### src/hw/rtl/eht_pkg.sv
`timescale 1ns / 1ps
`default_nettype none

package eht_pkg;

  localparam int SLOTS      = 3;
  localparam int MAX_DEPTH  = 8;
  localparam int KEY_BYTES  = 8;
  localparam int VALUE_BITS = 32;

  localparam int KEY_W   = 64;
  localparam int HASH_W  = 32;
  localparam int DIR_AW  = MAX_DEPTH;
  localparam int DEPTH_W = $clog2(MAX_DEPTH + 1);
  localparam int DIDX_W  = (MAX_DEPTH > 1) ? $clog2(MAX_DEPTH) : 1;
  localparam int CNT_W   = $clog2(SLOTS + 1);
  localparam int SLOT_W  = (SLOTS > 1) ? $clog2(SLOTS) : 1;
  localparam int HCNT_W  = 3;

  typedef enum logic [1:0] {
    ACT_INSERT = 2'd0,
    ACT_SEARCH = 2'd1,
    ACT_REMOVE = 2'd2,
    ACT_UPDATE = 2'd3
  } action_t;

  typedef enum logic [1:0] {
    ST_OK        = 2'd0,
    ST_MISSING   = 2'd1,
    ST_DUPLICATE = 2'd2,
    ST_FULL      = 2'd3
  } status_t;

  typedef struct packed {
    logic [KEY_W-1:0]      key;
    logic [HASH_W-1:0]     hash;
    logic [VALUE_BITS-1:0] value;
  } slot_t;

  typedef slot_t [SLOTS-1:0] row_t;

  typedef struct packed {
    logic [DEPTH_W-1:0] ld;
    logic [CNT_W-1:0]   cnt;
  } meta_t;

  typedef struct packed {
    logic              dir_we;
    logic [DIR_AW-1:0] dir_addr;
    logic [DIR_AW-1:0] dir_wdata;
    logic              meta_we;
    logic [DIR_AW-1:0] meta_addr;
    meta_t             meta_wdata;
    logic              row_we;
    logic [DIR_AW-1:0] row_addr;
    row_t              row_wdata;
  } mem_req_t;

  function automatic logic [KEY_W-1:0] canon_key(input logic [KEY_W-1:0] k);
    logic [KEY_W-1:0] r;
    logic             alive;
    logic [7:0]       b;
    r     = '0;
    alive = 1'b1;
    for (int i = 0; i < 8; i++) begin
      b     = k[KEY_W-1-8*i -: 8];
      alive = alive && (b != 8'd0) && (i < KEY_BYTES);
      if (alive) r[KEY_W-1-8*i -: 8] = b;
    end
    return r;
  endfunction

  function automatic logic [DIR_AW-1:0] dir_mask(input logic [DEPTH_W-1:0] g);
    logic [DIR_AW:0] m;
    m = ((DIR_AW+1)'(1) << g) - (DIR_AW+1)'(1);
    return m[DIR_AW-1:0];
  endfunction

endpackage

`default_nettype wire

### src/hw/rtl/eht_hash.sv
`timescale 1ns / 1ps
`default_nettype none

module eht_hash (
  input  wire logic                      clk,
  input  wire logic                      rst_n,
  input  wire logic                      start,
  input  wire logic [eht_pkg::KEY_W-1:0] key,
  output logic [eht_pkg::HASH_W-1:0]     hash,
  output logic                           done
);
  import eht_pkg::*;

  logic [KEY_W-1:0]  key_r,  key_nxt;
  logic [HASH_W-1:0] h_r,    h_nxt;
  logic [HCNT_W-1:0] cnt_r,  cnt_nxt;
  logic              busy_r, busy_nxt;
  logic              done_r, done_nxt;
  logic [7:0]        byte_c;

  assign byte_c = key_r[KEY_W-1 -: 8];

  always_comb begin
    key_nxt  = key_r;
    h_nxt    = h_r;
    cnt_nxt  = cnt_r;
    busy_nxt = busy_r;
    done_nxt = 1'b0;
    if (start) begin
      key_nxt  = key;
      h_nxt    = '0;
      cnt_nxt  = '0;
      busy_nxt = 1'b1;
    end else if (busy_r) begin
      // h*31 + byte; zero bytes only trail a canonical key
      if (byte_c != 8'd0) h_nxt = (h_r << 5) - h_r + HASH_W'(byte_c);
      key_nxt = key_r << 8;
      cnt_nxt = cnt_r + HCNT_W'(1);
      if (cnt_r == HCNT_W'(7)) begin
        busy_nxt = 1'b0;
        done_nxt = 1'b1;
      end
    end
  end

  always_ff @(posedge clk) begin
    if (!rst_n) begin
      busy_r <= 1'b0;
      done_r <= 1'b0;
    end else begin
      busy_r <= busy_nxt;
      done_r <= done_nxt;
    end
    key_r <= key_nxt;
    h_r   <= h_nxt;
    cnt_r <= cnt_nxt;
  end

  assign hash = h_r;
  assign done = done_r;

endmodule

`default_nettype wire

### config.mk
export PLATFORM = sky130hd
export DESIGN_NAME = eht_hash
export DESIGN_NICKNAME = d
export VERILOG_FILES = /design/src/hw/rtl/eht_pkg.sv /design/src/hw/rtl/eht_hash.sv
export SDC_FILE = /design/constraint.sdc
export NUM_CORES = 1
export LEC_CHECK = 0
export ABC_AREA = 1
export BUFFER_PORTS_ARGS = -buffer_cell sky130_fd_sc_hd__buf_2
export CORE_ASPECT_RATIO = 1.75
export CORE_UTILIZATION = 31
export CTS_CLUSTER_DIAMETER = 50
export CTS_CLUSTER_SIZE = 16
export DETAILED_ROUTE_END_ITERATION = 16
export PLACE_DENSITY_LB_ADDON = 0.2
export SLEW_MARGIN = 20
export SYNTH_ARGS = -nofsm -noshare
export SYNTH_HDL_FRONTEND = slang
export SYNTH_SLANG_ARGS = --single-unit
export TNS_END_PERCENT = 20
### constraint.sdc
create_clock -name clk -period 4.36 [get_ports clk]
set_input_delay 0.436 -clock clk [delete_from_list [all_inputs] [get_ports clk]]
set_output_delay 0.436 -clock clk [all_outputs]
set_load 0.03 [all_outputs]
==> flow_metrics.py, run 1 <==
metrics = {
    "setup_path": {
        "r2r_end": "hash[21]$_SDFFE_PP0P_",
        "r2r_start": "hash[0]$_SDFFE_PP0P_",
        "endpoint_kind": "flip-flop",
        "startpoint_type": "flip-flop",
        "path_max_fanout": 4,
        "cp.arrival_ps": 2800,
        "cp.required_ps": 4630,
        "r2r_setup_slack_ps": 1830,
        "reg2reg_depth": 14,
        "worstSetupPathType": "flip-flop to flip-flop",
    },
    "synth": {
        "ys_ff_latch": 101,
        "syn_avg_cell_area_um2": 7.16,
        "ys_types": 33,
        "synthArstFlopShare": 0,
        "synth_area_leaders": "edfxtp_1 28%, nand2_1 21%, ha_1 11%",
        "synth_fp_nets": 1093,
        "yosysMostFrequentCell": "nand2_1",
        "seq_area_frac_synth": 0.387,
        "synth_edf_count": 64,
        "syn-cell-area_um2": 6880,
        "synthFlopType": "edfxtp_1",
        "yosys.area.top_type": "edfxtp_1",
        "synth_commonest_cells": "390 x nand2_1, 169 x inv_1, 64 x edfxtp_1",
        "synth_cells": 962,
        "netlist.area_leader.share": 0.279,
        "ys_warn_count": 0,
    },
    "place": {
        "hpwl_um": 15600,
        "io_buffers": 99,
        "gp_congestion": 0.920,
        "post-place-cells": 1335,
    },
    "hold_path": {
        "hold-path-endpoint": "busy_r$_SDFF_PN0_",
        "worstHoldStart": "rst_n",
        "hold_depth": 3,
        "worst_hold_path_type": "input pin to flip-flop",
    },
    "power": {
        "netSwitchingFraction": 0.469,
        "power_frac_comb": 0.536,
        "pwr-share-clk": 0.183,
        "power_mw": 4.37,
        "p_leak_nw": 4.43,
        "powerDensity_nw_per_um2": 550,
        "ir_worst_vdd_uv": 223,
        "switching_power_mw": 2.05,
        "pwr-share-seq": 0.281,
        "internal_power_mw": 2.32,
    },
    "timing": {
        "slew_viol_final": 0,
        "fin_tns_setup_ps": 0,
        "worstMarginPinSlew_ps": 745,
        "min_period_over_period": 0.581,
        "fmax_mhz": 395,
        "finalHoldViolCount": 0,
        "rsz0062_at_grt": "false",
        "finalSetupViolations": 0,
        "slew_headroom": 0.503,
        "fin_crit_ps": 2530,
        "finalClockSkew_ps": 7.19,
    },
    "clock_tree": {
        "cts_tree": "yes",
        "htree_num_levels": 3,
        "ctsHoldBuffers": 0,
        "clock_latency_ps": 360,
        "cts-resized-gates": 0,
        "path_clk_slew_ps": 80,
        "cts_setup_buffers": 0,
        "root_buffer": "clkbuf_16",
        "cts_buffers": 9,
        "clock_path_buffers": 2,
        "clock_sinks": 101,
    },
    "route": {
        "routedWlPerCell_um": 14.6,
        "first_iter_violations": 194,
        "route.detailed.drc": 0,
        "drtAntennaViolNets": 0,
        "vias": 6040,
        "wirelength_um": 19800,
        "dr.pass1.iters": 5,
        "vias_per_cell": 4.47,
    },
    "layout": {
        "drive_gt1_frac": 0.144,
        "area_delta_synth_final_pct": 15.5,
        "final_cells": 1351,
        "nets": 1185,
        "diodes": 0,
    },
    "floorplan": {
        "dieHeight_um": 199,
        "initial_utilization": 0.318,
        "dieArea_um2": 22800,
        "fp.dieW_um": 115,
        "core_um2": 21700,
        "fp-row-count": 71,
        "io-pin-count": 100,
    },
    "flow_run": {
        "maxCapViolations": 0,
    },
    "global_route": {
        "grt_usage": 0.183,
        "antenna_found_initial": 0,
        "grt_pass1_vias": 6032,
        "grt_max_degree": 63,
        "grt-ovfl-total": 0,
        "grt_pass1_wl_um": 30700,
    },
    "status": {
        "status": "finished, final reports clean",
    },
}
## critical path: stages, from the launching register on
cell     delay, ps
dfxtp_1        500
ha_1           210
inv_1           40
ha_1           220
fa_1           470
nand3_1        110
nand3_1        140
nand3_1        120
nand3_2        150
nand3_1        180
nand2_1         70
nand2_1         60
nand3_1         60
nand2_1         80
inv_1           30
## worst max path at each step
stage                     cells past startpoint                 start  slack (ps)                endpoint
after floorplan                               3                 start        1890  key_r[0]$_SDFFCE_PN0P_
after global placement                       14  hash[0]$_SDFFE_PP0P_        1840   hash[21]$_SDFFE_PP0P_
after detailed placement                     13   key_r[57]$_DFFE_PP_        1840   hash[21]$_SDFFE_PP0P_
after CTS                                    13   key_r[57]$_DFFE_PP_        1820   hash[21]$_SDFFE_PP0P_
after global routing                         14  hash[0]$_SDFFE_PP0P_        1630   hash[25]$_SDFFE_PP0P_
final                                        14  hash[0]$_SDFFE_PP0P_        1830   hash[21]$_SDFFE_PP0P_
## metal layers
layer  up-vias  share of wire  wire length [um]  global-route usage
met5         -              0                 0                   0
met2       152           0.54             10600               0.347
li1       3163              -                 -                   -
met1      2673           0.37              7340               0.179
met4         0          0.058              1140               0.121
met3        52          0.035               699              0.0297
## placed cells by master (no fill, tap or decap), types with 5 or more instances in the layout
master       n
buf_2       99
nand3_1     39
inv_1      167
nand2_2     10
edfxtp_1    64
nand3_2      5
buf_4        5
inv_2        5
clkbuf_16    9
xnor2_1      5
ha_1        60
nand2_1    390
o21ai_0     16
nor2_1      48
a21oi_1     48
dfxtp_1     37
xor2_1      12
## through the flow
step	setup WS (ps)	util	hold slack, ps	cell area (um2)
6_report	1830	0.367	308	7950
3_5_place_dp	1840	0.354	445	7670
3_3_place_gp	1840	0.354	435	7670
2_1_floorplan	1890	-	423	6880
5_1_grt	1630	0.367	310	7950
4_1_cts	1820	0.367	289	7950
## layout make-up
cell class                 count  area (um2)
clock buffer                  10         239
clock inverter                 6        43.8
fill                        2417       13700
inverter                     172         646
multi-input combinational    666        3460
sequential                   101        2660
tap                          292         365
timing repair buffer         104         533
## flip-flops by register name, summed over array words and instances, names as in the netlist
register / count
busy_r: 1
done: 1
key_r: 64
cnt_r: 3
hash: 32
## logic make-up (layout without fill, tap and decap cells)
family	count (synthesis)	in the layout	share of synthesized area
compound gates	77	77	0.0605
xor+xnor	17	17	0.0216
fa+ha+maj	64	64	0.121
buf+inv	195	292	0.110
flops	101	101	0.387
simple gates	508	508	0.300
## power by group through the flow
stage / Sequential [mW] / Combinational, mW / Clock (mW)
after global routing: 1.25 / 2.64 / 0.865
after global placement: 1.26 / 2.36 / 0
final: 1.23 / 2.34 / 0.798
after detailed placement: 1.26 / 2.36 / 0
after floorplan: 1.34 / 1.61 / 0
after CTS: 1.24 / 2.36 / 0.831
No activity file was read; power rests on OpenSTA's default activity.
==> run 2, diff against run 1 <==
Clock period 4.36 ns to 2.6 ns, I/O delays scaled along.
==> run 2 against run 1 <==
Compared with the run above: maximum frequency increased by 4.3%; utilization rose by 0.73 points; count of clock-buffer cells in the layout decreased by 1; first-iteration DRC count decreased by 11%; die area unchanged; register-to-register slack worse by 1700 ps; non-clock buffer count is 14 higher; combinational power rose by 74%; critical path depth down 3; critical endpoint is now hash[29]$_SDFFE_PP0P_; largest cell class unchanged; largest power group unchanged.
==> flow_metrics.py, run 2 (synthesis results as in run 1) <==
metrics = {
    "status": {
        "status": "finished, final reports clean",
    },
    "layout": {
        "area_delta_synth_final_pct": 17.8,
        "layout_commonest_cell": "nand2_1",
        "multi_input_area_um2": 3490,
        "final_core_util": 0.374,
        "drive_gt1_frac": 0.158,
        "regMostFlops": "key_r",
        "diodes": 0,
        "nets": 1199,
        "seq_area_um2": 2660,
        "largest_reg_flops": 64,
        "most-common-layout-cells": "390 x nand2_1, 167 x inv_1, 99 x buf_2",
        "fillers": 2467,
    },
    "timing": {
        "finalHoldViolCount": 0,
        "finalSetupViolations": 0,
        "holdWs_ps": 138,
        "fin_tns_setup_ps": 0,
        "rsz0062_at_grt": "false",
        "fmax_mhz": 411,
        "slew_viol_final": 0,
        "min_period_over_period": 0.935,
        "slew_headroom": 0.649,
        "worstMarginPinSlew_ps": 526,
        "finalClockSkew_ps": 5.39,
        "fin_crit_ps": 2430,
    },
    "floorplan": {
        "dieHeight_um": 199,
        "fp.dieW_um": 115,
        "initial_utilization": 0.318,
        "io-pin-count": 100,
        "core_um2": 21700,
        "fp-row-count": 71,
        "dieArea_um2": 22800,
    },
    "hold_path": {
        "hold_depth": 3,
        "worst_hold_path_type": "input pin to flip-flop",
    },
    "power": {
        "p_leak_nw": 4.51,
        "ir_worst_vdd_uv": 388,
        "powerDensity_nw_per_um2": 919,
        "power_mw": 7.45,
    },
    "setup_path": {
        "endpoint_kind": "flip-flop",
        "worstSetupPathType": "flip-flop to flip-flop",
        "cp.required_ps": 2860,
        "startpoint_type": "flip-flop",
        "reg2reg_depth": 11,
        "cp.arrival_ps": 2690,
        "path_max_fanout": 4,
    },
    "route": {
        "drtAntennaViolNets": 0,
        "routedWlPerCell_um": 14.7,
        "vias": 6069,
        "wirelength_um": 20100,
        "vias_per_cell": 4.45,
        "route.detailed.drc": 0,
        "dr.pass1.iters": 4,
        "first_iter_violations": 172,
    },
    "place": {
        "gp_congestion": 0.922,
        "hpwl_um": 16000,
        "io_buffers": 99,
    },
    "clock_tree": {
        "cts_buffers": 9,
        "clock_latency_ps": 370,
        "cts_tree": "yes",
        "htree_num_levels": 3,
        "clock_path_buffers": 2,
        "root_buffer": "clkbuf_16",
        "cts_setup_buffers": 0,
        "clock_sinks": 101,
        "path_clk_slew_ps": 80,
    },
    "global_route": {
        "grt_max_degree": 79,
        "grt-ovfl-total": 0,
        "grt_usage": 0.190,
        "antenna_found_initial": 0,
        "grt_pass1_vias": 6228,
        "grt_pass1_wl_um": 31800,
    },
    "flow_run": {
        "maxCapViolations": 0,
    },
}
-- run 2: area by class of cell --
type                    instances  area share
clock inverters                 7     0.00617
multi-input cells             666       0.430
inverters                     172      0.0796
clock buffers                   9      0.0278
flip-flops and latches        101       0.328
repair buffers                118      0.0833
well taps                     292      0.0450
-- run 2: repair_timing --
item,in CTS,in global routing
hold buffers,0,0
resized for setup,0,4
setup endpoints to repair,0,10
-- run 2: per-layer routing --
| layer | vias up | routed length [um] | track usage |
|---|---|---|---|
| li1 | 3192 | - | - |
| met1 | 2682 | 7390 | 0.182 |
| met2 | 133 | 11000 | 0.370 |
| met3 | 62 | 561 | 0.0252 |
| met4 | 0 | 1170 | 0.124 |
| met5 | - | 0 | 0 |
-- run 2: worst paths after layout --
| kind | start | endpoint | slack, ps |
|---|---|---|---|
| worst min register to register | cnt_r[2]$_SDFFE_PP0P_ | cnt_r[2]$_SDFFE_PP0P_ | 460 |
| worst max register to register | key_r[57]$_DFFE_PP_ | hash[29]$_SDFFE_PP0P_ | 170 |
| worst max-delay path | key_r[57]$_DFFE_PP_ | hash[29]$_SDFFE_PP0P_ | 170 |
| worst min-delay path | rst_n | busy_r$_SDFF_PN0_ | 140 |
-- run 2: critical path, stage by stage, from the launching register on --
cell and delay, ps:
edfxtp_1 420, ha_1 310, ha_1 260, fa_2 420, nand3_1 90, nand3_1 130
nand3_1 120, nand3_2 130, nand2_1 140, a21oi_2 70, nor2_1 160, nor2_1 50
-- run 2: where the power goes --
group | total [mW] | switching (mW) | leakage, nW | internal [mW]
clock network | 1.33 | 0.671 | 0.137 | 0.656
registers | 2.07 | 0.138 | 0.967 | 1.93
logic | 4.06 | 2.67 | 3.41 | 1.39
total | 7.45 | 3.48 | 4.51 | 3.97
-- run 2: metrics by stage --
stage | cells | area [um2] | worst slack (ps)
after floorplan | 962 | 6880 | 173
after global placement | 1349 | 7810 | 70.5
after detailed placement | 1349 | 7810 | 79.3
after CTS | 1365 | 8090 | 61.9
after global routing | 1365 | 8110 | 23.0
final | 1365 | 8110 | 170
